File: config.mk
export PLATFORM = sky130hd
export DESIGN_NAME = i2c_master_transaction_sequencer
export DESIGN_NICKNAME = d
export VERILOG_FILES = /design/src/sv/i2cseq_pkg.sv /design/src/sv/i2c_master_transaction_sequencer.sv /design/src/sv/i2cseq_front.sv /design/src/sv/i2cseq_queue.sv /design/src/sv/i2cseq_back.sv
export SDC_FILE = /design/constraint.sdc
export NUM_CORES = 2
export LEC_CHECK = 0
export BUFFER_PORTS_ARGS = -buffer_cell sky130_fd_sc_hd__buf_2
export CORE_ASPECT_RATIO = 0.9
export CORE_MARGIN = 4
export CORE_UTILIZATION = 55
export CTS_CLUSTER_SIZE = 25
export DETAILED_ROUTE_END_ITERATION = 8
export MAX_ROUTING_LAYER = met4
export PLACE_DENSITY_LB_ADDON = 0.3
export SETUP_SLACK_MARGIN = 0.4
export SLEW_MARGIN = 15
export SYNTH_ARGS = -nofsm -noshare
export SYNTH_HDL_FRONTEND = slang
export SYNTH_SLANG_ARGS = --single-unit
File: constraint.sdc
create_clock -name aclk -period 6.6 [get_ports aclk]
set_input_delay 0.66 -clock aclk [delete_from_list [all_inputs] [get_ports aclk]]
set_output_delay 0.66 -clock aclk [all_outputs]
set_load 0.02 [all_outputs]
File: src/sv/i2cseq_pkg.sv
// shared types and constants for the i2c transaction sequencer
`timescale 1ns / 1ps

package i2cseq_pkg;

    // entries in the decoupling queue between front and back, power of two
    localparam int QUEUE_DEPTH = 2;

    // bus engine status codes, low three bits masked off
    localparam logic [7:0] ST_MASK         = 8'hF8;
    localparam logic [7:0] ST_START        = 8'h08;
    localparam logic [7:0] ST_MT_SLA_ACK   = 8'h18;
    localparam logic [7:0] ST_MT_SLA_NACK  = 8'h20;
    localparam logic [7:0] ST_MT_DATA_ACK  = 8'h28;
    localparam logic [7:0] ST_MT_DATA_NACK = 8'h30;
    localparam logic [7:0] ST_MR_SLA_NACK  = 8'h38;
    localparam logic [7:0] ST_MR_SLA_ACK   = 8'h40;
    localparam logic [7:0] ST_MR_DATA_ACK  = 8'h50;
    localparam logic [7:0] ST_MR_DATA_NACK = 8'h58;

    // input item kinds
    localparam logic [1:0] KIND_FILL   = 2'd0;
    localparam logic [1:0] KIND_START  = 2'd1;
    localparam logic [1:0] KIND_STATUS = 2'd2;
    localparam logic [1:0] KIND_POP    = 2'd3;

    typedef enum logic [1:0] {
        ERR_NONE       = 2'd0,
        ERR_ADDR_NACK  = 2'd1,
        ERR_DATA_NACK  = 2'd2,
        ERR_UNEXPECTED = 2'd3
    } seq_err_t;

    typedef enum logic [3:0] {
        OP_FILL,
        OP_START,
        OP_POP,
        OP_ST_START,
        OP_MT_ACK,
        OP_MR_SLA_ACK,
        OP_MR_DATA_ACK,
        OP_MR_DATA_NACK,
        OP_SLA_NACK,
        OP_DATA_NACK,
        OP_UNEXPECTED
    } seq_op_t;

    // decoded item handed from front to back
    typedef struct packed {
        seq_op_t    op;
        logic       fill_ok;
        logic       rnw;
        logic [7:0] address;
        logic [7:0] length;
        logic [6:0] index;
        logic [7:0] data;
    } seq_item_t;

    typedef struct packed {
        logic       send_start;
        logic       send_stop;
        logic       ack_next;
        logic       irq_enable;
        logic       bus_enable;
        logic       load_tx;
        logic [7:0] tx_byte;
        logic       busy;
        logic [1:0] error_code;
        logic [7:0] rx_count;
        logic [7:0] read_byte;
    } seq_result_t;

    // result waiting for buffer read data
    typedef struct packed {
        seq_result_t res;
        logic        use_tx_rd;
        logic        use_rx_rd;
    } seq_stage_t;

endpackage

File: src/sv/i2c_master_transaction_sequencer.sv
// i2c transaction sequencer top level: stream ports around front, queue and back
// path: input transfer into the queue, then the stage, then the output register
// throughput: one item per cycle while m_tready is high; the back end issues one
// queued item per cycle into a stage that picks up the registered buffer read,
// then the output register
// reset: synchronous aresetn clears queue, flags, counters and valid bits
`timescale 1ns / 1ps

module i2c_master_transaction_sequencer #(
    parameter int BUFFER_DEPTH = 128
) (
    input  logic        aclk,
    input  logic        aresetn,
    input  logic        s_tvalid,
    output logic        s_tready,
    // read_not_write, address_byte, length, write_index, data_byte,
    // status_code, received_byte
    input  logic [47:0] s_tdata,
    // kind
    input  logic [1:0]  s_tuser,
    output logic        m_tvalid,
    input  logic        m_tready,
    // send_start, send_stop, ack_next, irq_enable, bus_enable, load_tx,
    // tx_byte, busy_res, error_code, rx_count, read_byte, zero fill
    output logic [39:0] m_tdata
);

    i2cseq_pkg::seq_item_t   item;
    logic                    item_valid;
    logic                    item_pop;
    i2cseq_pkg::seq_result_t res;

    i2cseq_front #(
        .BUFFER_DEPTH (BUFFER_DEPTH)
    ) u_front (
        .aclk           (aclk),
        .aresetn        (aresetn),
        .kind           (s_tuser),
        .read_not_write (s_tdata[0]),
        .address_byte   (s_tdata[8:1]),
        .length         (s_tdata[16:9]),
        .write_index    (s_tdata[23:17]),
        .data_byte      (s_tdata[31:24]),
        .status_code    (s_tdata[39:32]),
        .received_byte  (s_tdata[47:40]),
        .in_valid       (s_tvalid),
        .in_ready       (s_tready),
        .item           (item),
        .item_valid     (item_valid),
        .item_pop       (item_pop)
    );

    i2cseq_back #(
        .BUFFER_DEPTH (BUFFER_DEPTH)
    ) u_back (
        .aclk         (aclk),
        .aresetn      (aresetn),
        .item         (item),
        .item_valid   (item_valid),
        .item_pop     (item_pop),
        .result       (res),
        .result_valid (m_tvalid),
        .result_ready (m_tready)
    );

    assign m_tdata = {7'd0, res.read_byte, res.rx_count, res.error_code, res.busy,
                      res.tx_byte, res.load_tx, res.bus_enable, res.irq_enable,
                      res.ack_next, res.send_stop, res.send_start};

endmodule

File: src/sv/i2cseq_front.sv
// front end: decodes input items into sequencer operations
`timescale 1ns / 1ps

module i2cseq_front #(
    parameter int BUFFER_DEPTH = 128
) (
    input  logic                  aclk,
    input  logic                  aresetn,
    input  logic [1:0]            kind,
    input  logic                  read_not_write,
    input  logic [7:0]            address_byte,
    input  logic [7:0]            length,
    input  logic [6:0]            write_index,
    input  logic [7:0]            data_byte,
    input  logic [7:0]            status_code,
    input  logic [7:0]            received_byte,
    input  logic                  in_valid,
    output logic                  in_ready,
    output i2cseq_pkg::seq_item_t item,
    output logic                  item_valid,
    input  logic                  item_pop
);

    i2cseq_pkg::seq_item_t dec;
    logic [7:0]            st;
    logic                  push;

    always_comb begin
        st          = status_code & i2cseq_pkg::ST_MASK;
        dec         = '0;
        dec.fill_ok = ({1'b0, write_index} < 8'(BUFFER_DEPTH));
        dec.rnw     = read_not_write;
        dec.address = read_not_write ? (address_byte | 8'h01) : address_byte;
        dec.length  = (length > 8'(BUFFER_DEPTH)) ? 8'(BUFFER_DEPTH) : length;
        dec.index   = write_index;
        dec.data    = (kind == i2cseq_pkg::KIND_FILL) ? data_byte : received_byte;
        case (kind)
            i2cseq_pkg::KIND_FILL:  dec.op = i2cseq_pkg::OP_FILL;
            i2cseq_pkg::KIND_START: dec.op = i2cseq_pkg::OP_START;
            i2cseq_pkg::KIND_POP:   dec.op = i2cseq_pkg::OP_POP;
            default: begin
                case (st)
                    i2cseq_pkg::ST_START:        dec.op = i2cseq_pkg::OP_ST_START;
                    i2cseq_pkg::ST_MT_SLA_ACK:   dec.op = i2cseq_pkg::OP_MT_ACK;
                    i2cseq_pkg::ST_MT_DATA_ACK:  dec.op = i2cseq_pkg::OP_MT_ACK;
                    i2cseq_pkg::ST_MR_SLA_ACK:   dec.op = i2cseq_pkg::OP_MR_SLA_ACK;
                    i2cseq_pkg::ST_MR_DATA_ACK:  dec.op = i2cseq_pkg::OP_MR_DATA_ACK;
                    i2cseq_pkg::ST_MR_DATA_NACK: dec.op = i2cseq_pkg::OP_MR_DATA_NACK;
                    i2cseq_pkg::ST_MT_SLA_NACK:  dec.op = i2cseq_pkg::OP_SLA_NACK;
                    i2cseq_pkg::ST_MR_SLA_NACK:  dec.op = i2cseq_pkg::OP_SLA_NACK;
                    i2cseq_pkg::ST_MT_DATA_NACK: dec.op = i2cseq_pkg::OP_DATA_NACK;
                    default:                     dec.op = i2cseq_pkg::OP_UNEXPECTED;
                endcase
            end
        endcase
    end

    assign push = in_valid && in_ready;

    i2cseq_queue u_queue (
        .aclk      (aclk),
        .aresetn   (aresetn),
        .push      (push),
        .push_item (dec),
        .not_full  (in_ready),
        .head      (item),
        .not_empty (item_valid),
        .pop       (item_pop)
    );

endmodule

File: src/sv/i2cseq_queue.sv
// short fifo of decoded items between front and back
`timescale 1ns / 1ps

module i2cseq_queue (
    input  logic                  aclk,
    input  logic                  aresetn,
    input  logic                  push,
    input  i2cseq_pkg::seq_item_t push_item,
    output logic                  not_full,
    output i2cseq_pkg::seq_item_t head,
    output logic                  not_empty,
    input  logic                  pop
);

    localparam int PW = (i2cseq_pkg::QUEUE_DEPTH > 1) ? $clog2(i2cseq_pkg::QUEUE_DEPTH) : 1;
    localparam int CW = $clog2(i2cseq_pkg::QUEUE_DEPTH + 1);

    i2cseq_pkg::seq_item_t entry_reg [i2cseq_pkg::QUEUE_DEPTH];
    logic [PW-1:0]         wr_ptr_reg, wr_ptr_next;
    logic [PW-1:0]         rd_ptr_reg, rd_ptr_next;
    logic [CW-1:0]         count_reg, count_next;
    logic                  full;

    assign full      = (count_reg == CW'(i2cseq_pkg::QUEUE_DEPTH));
    assign not_full  = !full;
    assign not_empty = (count_reg != '0);
    assign head      = entry_reg[rd_ptr_reg];

    always_comb begin
        wr_ptr_next = push ? wr_ptr_reg + 1'b1 : wr_ptr_reg;
        rd_ptr_next = pop ? rd_ptr_reg + 1'b1 : rd_ptr_reg;
        count_next  = count_reg;
        if (push && !pop) begin
            count_next = count_reg + 1'b1;
        end else if (pop && !push) begin
            count_next = count_reg - 1'b1;
        end
    end

    always_ff @(posedge aclk) begin
        if (!aresetn) begin
            wr_ptr_reg <= '0;
            rd_ptr_reg <= '0;
            count_reg  <= '0;
        end else begin
            wr_ptr_reg <= wr_ptr_next;
            rd_ptr_reg <= rd_ptr_next;
            count_reg  <= count_next;
        end
    end

    always_ff @(posedge aclk) begin
        if (push) begin
            entry_reg[wr_ptr_reg] <= push_item;
        end
    end

endmodule

File: src/sv/i2cseq_back.sv
// back end: transaction state, buffers and result output register
`timescale 1ns / 1ps

module i2cseq_back #(
    parameter int BUFFER_DEPTH = 128
) (
    input  logic                    aclk,
    input  logic                    aresetn,
    input  i2cseq_pkg::seq_item_t   item,
    input  logic                    item_valid,
    output logic                    item_pop,
    output i2cseq_pkg::seq_result_t result,
    output logic                    result_valid,
    input  logic                    result_ready
);

    localparam int AW = (BUFFER_DEPTH > 2) ? $clog2(BUFFER_DEPTH) : 1;

    logic [7:0] tx_mem [BUFFER_DEPTH];
    logic [7:0] rx_mem [BUFFER_DEPTH];
    logic [7:0] tx_rdata_reg;
    logic [7:0] rx_rdata_reg;

    logic [7:0]           tx_pos_reg, tx_pos_next;
    logic [7:0]           rx_fill_reg, rx_fill_next;
    logic [7:0]           len_reg, len_next;
    logic [7:0]           target_reg, target_next;
    logic                 busy_reg, busy_next;
    i2cseq_pkg::seq_err_t err_reg, err_next;

    i2cseq_pkg::seq_stage_t  stage_reg, stage_next;
    logic                    stage_valid_reg;
    i2cseq_pkg::seq_result_t out_reg, out_next;
    logic                    out_valid_reg;

    logic          stage_move;
    logic          tx_we, rx_we, tx_re, rx_re;
    logic [AW-1:0] tx_waddr, rx_waddr, tx_raddr, rx_raddr;
    logic [7:0]    idx_ext;
    logic          rx_room;
    logic [7:0]    fill_after;

    assign stage_move = stage_valid_reg && (!out_valid_reg || result_ready);
    assign item_pop   = item_valid && (!stage_valid_reg || stage_move);

    always_comb begin
        tx_pos_next  = tx_pos_reg;
        rx_fill_next = rx_fill_reg;
        len_next     = len_reg;
        target_next  = target_reg;
        busy_next    = busy_reg;
        err_next     = err_reg;
        stage_next   = '0;
        tx_we        = 1'b0;
        rx_we        = 1'b0;
        tx_re        = 1'b0;
        rx_re        = 1'b0;
        idx_ext      = {1'b0, item.index};
        tx_waddr     = idx_ext[AW-1:0];
        rx_waddr     = rx_fill_reg[AW-1:0];
        tx_raddr     = tx_pos_reg[AW-1:0];
        rx_room      = (rx_fill_reg < 8'(BUFFER_DEPTH));
        fill_after   = rx_room ? rx_fill_reg + 8'd1 : rx_fill_reg;

        if (item_pop) begin
            case (item.op)
                i2cseq_pkg::OP_FILL: begin
                    tx_we = !busy_reg && item.fill_ok;
                end
                i2cseq_pkg::OP_START: begin
                    if (!busy_reg) begin
                        err_next    = i2cseq_pkg::ERR_NONE;
                        len_next    = item.length;
                        target_next = item.address;
                        if (item.rnw) begin
                            rx_fill_next = '0;
                        end else begin
                            tx_pos_next = '0;
                        end
                        busy_next                   = 1'b1;
                        stage_next.res.send_start = 1'b1;
                        stage_next.res.irq_enable = 1'b1;
                        stage_next.res.bus_enable = 1'b1;
                    end
                end
                i2cseq_pkg::OP_POP: begin
                    if (rx_fill_reg != '0) begin
                        rx_fill_next         = rx_fill_reg - 8'd1;
                        rx_re                = 1'b1;
                        stage_next.use_rx_rd = 1'b1;
                    end
                end
                i2cseq_pkg::OP_ST_START: begin
                    stage_next.res.irq_enable = 1'b1;
                    stage_next.res.bus_enable = 1'b1;
                    stage_next.res.load_tx    = 1'b1;
                    stage_next.res.tx_byte    = target_reg;
                end
                i2cseq_pkg::OP_MT_ACK: begin
                    // stop once the whole write has gone out
                    if (tx_pos_reg >= len_reg) begin
                        stage_next.res.send_stop  = 1'b1;
                        stage_next.res.bus_enable = 1'b1;
                        busy_next                 = 1'b0;
                    end else begin
                        stage_next.res.irq_enable = 1'b1;
                        stage_next.res.bus_enable = 1'b1;
                        stage_next.res.load_tx    = 1'b1;
                        stage_next.use_tx_rd      = 1'b1;
                        tx_re                     = 1'b1;
                        tx_pos_next               = tx_pos_reg + 8'd1;
                    end
                end
                i2cseq_pkg::OP_MR_SLA_ACK: begin
                    stage_next.res.ack_next   = (len_reg > 8'd1);
                    stage_next.res.irq_enable = 1'b1;
                    stage_next.res.bus_enable = 1'b1;
                end
                i2cseq_pkg::OP_MR_DATA_ACK: begin
                    rx_we                     = rx_room;
                    rx_fill_next              = fill_after;
                    stage_next.res.ack_next   =
                        !(({1'b0, fill_after} + 9'd1) >= {1'b0, len_reg});
                    stage_next.res.irq_enable = 1'b1;
                    stage_next.res.bus_enable = 1'b1;
                end
                i2cseq_pkg::OP_MR_DATA_NACK: begin
                    rx_we                     = rx_room;
                    rx_fill_next              = fill_after;
                    stage_next.res.send_stop  = 1'b1;
                    stage_next.res.bus_enable = 1'b1;
                    busy_next                 = 1'b0;
                end
                i2cseq_pkg::OP_SLA_NACK: begin
                    err_next                  = i2cseq_pkg::ERR_ADDR_NACK;
                    stage_next.res.send_stop  = 1'b1;
                    stage_next.res.bus_enable = 1'b1;
                    busy_next                 = 1'b0;
                end
                i2cseq_pkg::OP_DATA_NACK: begin
                    err_next                  = i2cseq_pkg::ERR_DATA_NACK;
                    stage_next.res.send_stop  = 1'b1;
                    stage_next.res.bus_enable = 1'b1;
                    busy_next                 = 1'b0;
                end
                default: begin
                    err_next                 = i2cseq_pkg::ERR_UNEXPECTED;
                    stage_next.res.send_stop = 1'b1;
                    busy_next                = 1'b0;
                end
            endcase
        end

        rx_raddr                  = rx_fill_next[AW-1:0];
        stage_next.res.busy       = busy_next;
        stage_next.res.error_code = err_next;
        stage_next.res.rx_count   = rx_fill_next;

        // merge buffer read data into the finished result
        out_next = stage_reg.res;
        if (stage_reg.use_tx_rd) begin
            out_next.tx_byte = tx_rdata_reg;
        end
        if (stage_reg.use_rx_rd) begin
            out_next.read_byte = rx_rdata_reg;
        end
    end

    always_ff @(posedge aclk) begin
        if (!aresetn) begin
            tx_pos_reg      <= '0;
            rx_fill_reg     <= '0;
            len_reg         <= '0;
            target_reg      <= '0;
            busy_reg        <= 1'b0;
            err_reg         <= i2cseq_pkg::ERR_NONE;
            stage_valid_reg <= 1'b0;
            out_valid_reg   <= 1'b0;
        end else begin
            tx_pos_reg  <= tx_pos_next;
            rx_fill_reg <= rx_fill_next;
            len_reg     <= len_next;
            target_reg  <= target_next;
            busy_reg    <= busy_next;
            err_reg     <= err_next;
            if (item_pop) begin
                stage_valid_reg <= 1'b1;
            end else if (stage_move) begin
                stage_valid_reg <= 1'b0;
            end
            if (stage_move) begin
                out_valid_reg <= 1'b1;
            end else if (result_ready) begin
                out_valid_reg <= 1'b0;
            end
        end
    end

    always_ff @(posedge aclk) begin
        if (item_pop) begin
            stage_reg <= stage_next;
        end
        if (stage_move) begin
            out_reg <= out_next;
        end
    end

    always_ff @(posedge aclk) begin
        if (tx_we) begin
            tx_mem[tx_waddr] <= item.data;
        end
        if (tx_re) begin
            tx_rdata_reg <= tx_mem[tx_raddr];
        end
    end

    always_ff @(posedge aclk) begin
        if (rx_we) begin
            rx_mem[rx_waddr] <= item.data;
        end
        if (rx_re) begin
            rx_rdata_reg <= rx_mem[rx_raddr];
        end
    end

    assign result       = out_reg;
    assign result_valid = out_valid_reg;

endmodule

==> results summary <==
The mean cell area of the mapped netlist came out at 18.41 um2. The share of post-route cells with drive strength above 1 came out at 0.1993. Setup repair after global routing left no endpoint under its margin. The final-report max-slew violation count came out at 0.

The critical path goes through inv_1 -> ha_1 -> or3b_2 -> nor4b_2 -> o31ai_1 -> a22oi_1 -> and2_1 -> inv_1 -> nand3_1 -> nor3_1 -> nor4_1 -> nand4_1 -> nor3_1. The number of CTS-inserted buffers is 214. Max-cap violations in this run came to 0. The peak supply drop is 0.0004593 V. The vertical die dimension came out at 389.8 um. The first global-routing pass estimated 321,400 um of wire. Counting flops with a built-in enable in the synthesized netlist gives 2,196. The register area share after synthesis came out at 0.7497.

The data required time of the worst path is 7270 ps. The core region is 160,200 um2. The source-to-sink clock delay at the later pin of the worst-skew pair is 840 ps. STA classifies the critical path startpoint as a flop. The number of global-route vias before repair came to 46,201.

The number of buffers between clock root and the deepest sink came out at 3. The total iterations of the first detailed-routing run is 9. After global routing the overflow that remains totals 0.

Port buffering added 85 buffers. The smallest hold slack is 52.40 ps. The routed wire length per instance came out at 30.22 um. The number of fill cells is 10,934.

Among all stages on the critical path, the largest delay is contributed by sky130_fd_sc_hd__nor4_1. The leakage power figure came out at 31.13 nW. The worst setup path is captured at a flop. The area of the mapped netlist came out at 89,080 um2. The total wire length after detailed routing is 219,900 um. The weighted congestion at the end of routability-driven global placement is 1.021. The pin count of the biggest net entering global routing came out at 202.

The synthesized design contains 2,238 register bits. The largest single stage delay on the critical path is 1100 ps. Across every metal layer, demand over resource in global routing totals 0.2695. The floorplan step set the die width to 432.2 um.

The number of placement rows came out at 139. The post-synthesis to final-layout area growth came out at 11.08%. The most common cell after layout, fill and taps aside is sky130_fd_sc_hd__edfxtp_1. The initial antenna violation count is 13. The share of the clock period used by the worst path is 0.9098. The placed wire-length estimate came out at 133,800 um. The number of failing setup endpoints in the final timing report is 0. The pre-CTS setup slack is 1173 ps. The worst reg-to-reg setup slack came out at 600 ps. The final-layout setup total negative slack came out at 0 ps. The count of warnings emitted by yosys came out at 0. The critical-path maximum fanout came out at 16. For the final database, setup skew stands at 25.74 ps. The number of H-tree levels is 4. The root buffer cell chosen for the clock tree is sky130_fd_sc_hd__clkbuf_16. The violation count after the first detailed-route iteration is 7,450. The highest attainable clock frequency came out at 166.5 MHz.

The clock-pin slew of the registers on the worst-case setup and hold paths came out at 60 ps. Dividing the detail-routed via count by the number of cells gives 6.557. The count of pins on the block boundary came out at 96.

Of all flip-flops after synthesis, the portion carrying an async set or reset was 0. The clock period minus worst slack came out at 6004 ps. The critical path buffer and inverter count is 2.

The starting utilization of the core area is 0.5561. The flow ran to the end, and the final reports show no timing, DRC or antenna violations. The clock sink total is 2,238. The critical path is of the reg -> reg type. The final net count came out at 5,040. The count of vias placed by the detailed router came out at 47,722.

TritonCTS built the clock tree. The gate count after technology mapping came out at 4,838. The main flop type after synthesis is sky130_fd_sc_hd__edfxtp_1. The count of cell types in the netlist came out at 81.

In this run the tightest slew margin relative to its limit is 0.07629. Once routing completed, OpenROAD measured the worst setup slack at 595.5 ps. The transition at the pin with the smallest max-transition slack is 1373 ps.

Leaving out fill and tap cells, the most frequent cells in the layout are 2,196 x sky130_fd_sc_hd__edfxtp_1, 497 x sky130_fd_sc_hd__nand2_1, 456 x sky130_fd_sc_hd__mux4_2. The classification of the worst-slack hold path is in -> reg. The final-report hold violation count came to 0.

The DRC violation count after routing came out at 0. In this design, the largest share of critical-path delay is due to simple AND/OR/NAND/NOR gates. The power per unit of standard cell area came out at 335.6 nW/um2. The die outline area came out at 168,500 um2.

The residual antenna-violating net count after detailed routing came out at 0. The signal arrival time at the worst endpoint came out at 6670 ps.
==> per-layer routing <==
| layer | vias to the layer above | track usage | share of wire |
|---|---|---|---|
| met5 | - | - | 0 |
| met4 | 0 | 0.07793 | 0.035 |
| met3 | 462 | 0.06846 | 0.12 |
| met2 | 3039 | 0.3853 | 0.45 |
| met1 | 24409 | 0.3901 | 0.39 |
| li1 | 19812 | - | - |
==> final timing paths <==
check	from	endpoint	cells after the start
setup / recovery	u_back.rx_fill_reg[0]$_SDFF_PN0_	u_back.rx_rdata_reg[2]$_DFFE_PP_	13
hold / removal	s_tdata[7]	u_front.u_queue.entry_reg[1][29]$_DFFE_PP_	1
setup reg to reg	u_back.rx_fill_reg[0]$_SDFF_PN0_	u_back.rx_rdata_reg[2]$_DFFE_PP_	13
hold reg to reg	u_back.out_next[14]$_DFFE_PP_	u_back.result[14]$_DFFE_PP_	0
==> cells in the mapped netlist (25+ instances only) <==
master,instances,area share
sky130_fd_sc_hd__nand4_1,26,0.0018
sky130_fd_sc_hd__and2_1,37,0.0026
sky130_fd_sc_hd__nand3_1,202,0.011
sky130_fd_sc_hd__nor3_1,86,0.0048
sky130_fd_sc_hd__o32ai_1,39,0.0038
sky130_fd_sc_hd__a22oi_1,38,0.0032
sky130_fd_sc_hd__buf_4,25,0.0021
sky130_fd_sc_hd__a21oi_1,81,0.0046
sky130_fd_sc_hd__mux2i_1,88,0.0099
sky130_fd_sc_hd__clkbuf_1,125,0.0053
sky130_fd_sc_hd__a211oi_1,38,0.0032
sky130_fd_sc_hd__nor2_1,308,0.013
sky130_fd_sc_hd__edfxtp_1,2196,0.74
sky130_fd_sc_hd__inv_1,31,0.0013
sky130_fd_sc_hd__a32oi_1,40,0.0039
sky130_fd_sc_hd__mux4_2,456,0.12
sky130_fd_sc_hd__buf_2,48,0.0027
sky130_fd_sc_hd__mux2_2,36,0.0046
sky130_fd_sc_hd__o22ai_1,36,0.0025
sky130_fd_sc_hd__nor4_1,36,0.0025
sky130_fd_sc_hd__dfxtp_1,42,0.0094
sky130_fd_sc_hd__nand2_1,498,0.021
sky130_fd_sc_hd__buf_1,45,0.0019
==> layout make-up <==
type                       instances  area, um2  area share
antenna                           15      37.54   0.0003793
clock buffer                     267       5667     0.05727
clock inverter                   133       1408     0.01423
inverter                          34      137.6    0.001391
multi-input combinational       2298      20930      0.2115
sequential                      2238      66800      0.6751
tap                             2115       2646     0.02674
timing repair buffer             178       1321     0.01335
==> kinds of logic after synthesis <==
| group | after synthesis | synth area share |
|---|---|---|
| multiplexers | 584 | 0.1306 |
| flip-flops | 2238 | 0.7497 |
| buffers and inverters | 308 | 0.01792 |
| AO/OA/AOI/OAI | 396 | 0.03319 |
| XOR/XNOR | 21 | 0.002065 |
| AND/OR/NAND/NOR | 1268 | 0.06339 |
| adder cells (fa/ha/maj) | 22 | 0.003090 |
| other | 1 | 0.00004210 |
==> where the power goes <==
part / leakage, nW / internal, mW / switching, mW
logic: 7.51 / 0.784 / 2.65
clock network: 3.48 / 7.08 / 5.22
registers: 20.1 / 17.3 / 0.212
total: 31.1 / 25.1 / 8.09
==> stage by stage <==
step                      total power, mW  utilization  cells  cell area (um2)
final                               33.21       0.6178   7278            98950
after global routing                34.21       0.6177   7274            98940
after CTS                           33.34       0.6175   7263            98910
after detailed placement            21.21       0.5728   6854            91740
after global placement              21.05       0.5727   6854            91740
after floorplan                     19.71            -   4844            89100
==> repair_timing <==
item | CTS | global route
resized for setup | 0 | 0
buffers inserted | 0 | 0
hold buffers | 9 | 0
hold endpoints to repair | 18 | 0
Power figures use the tool's default switching activity.
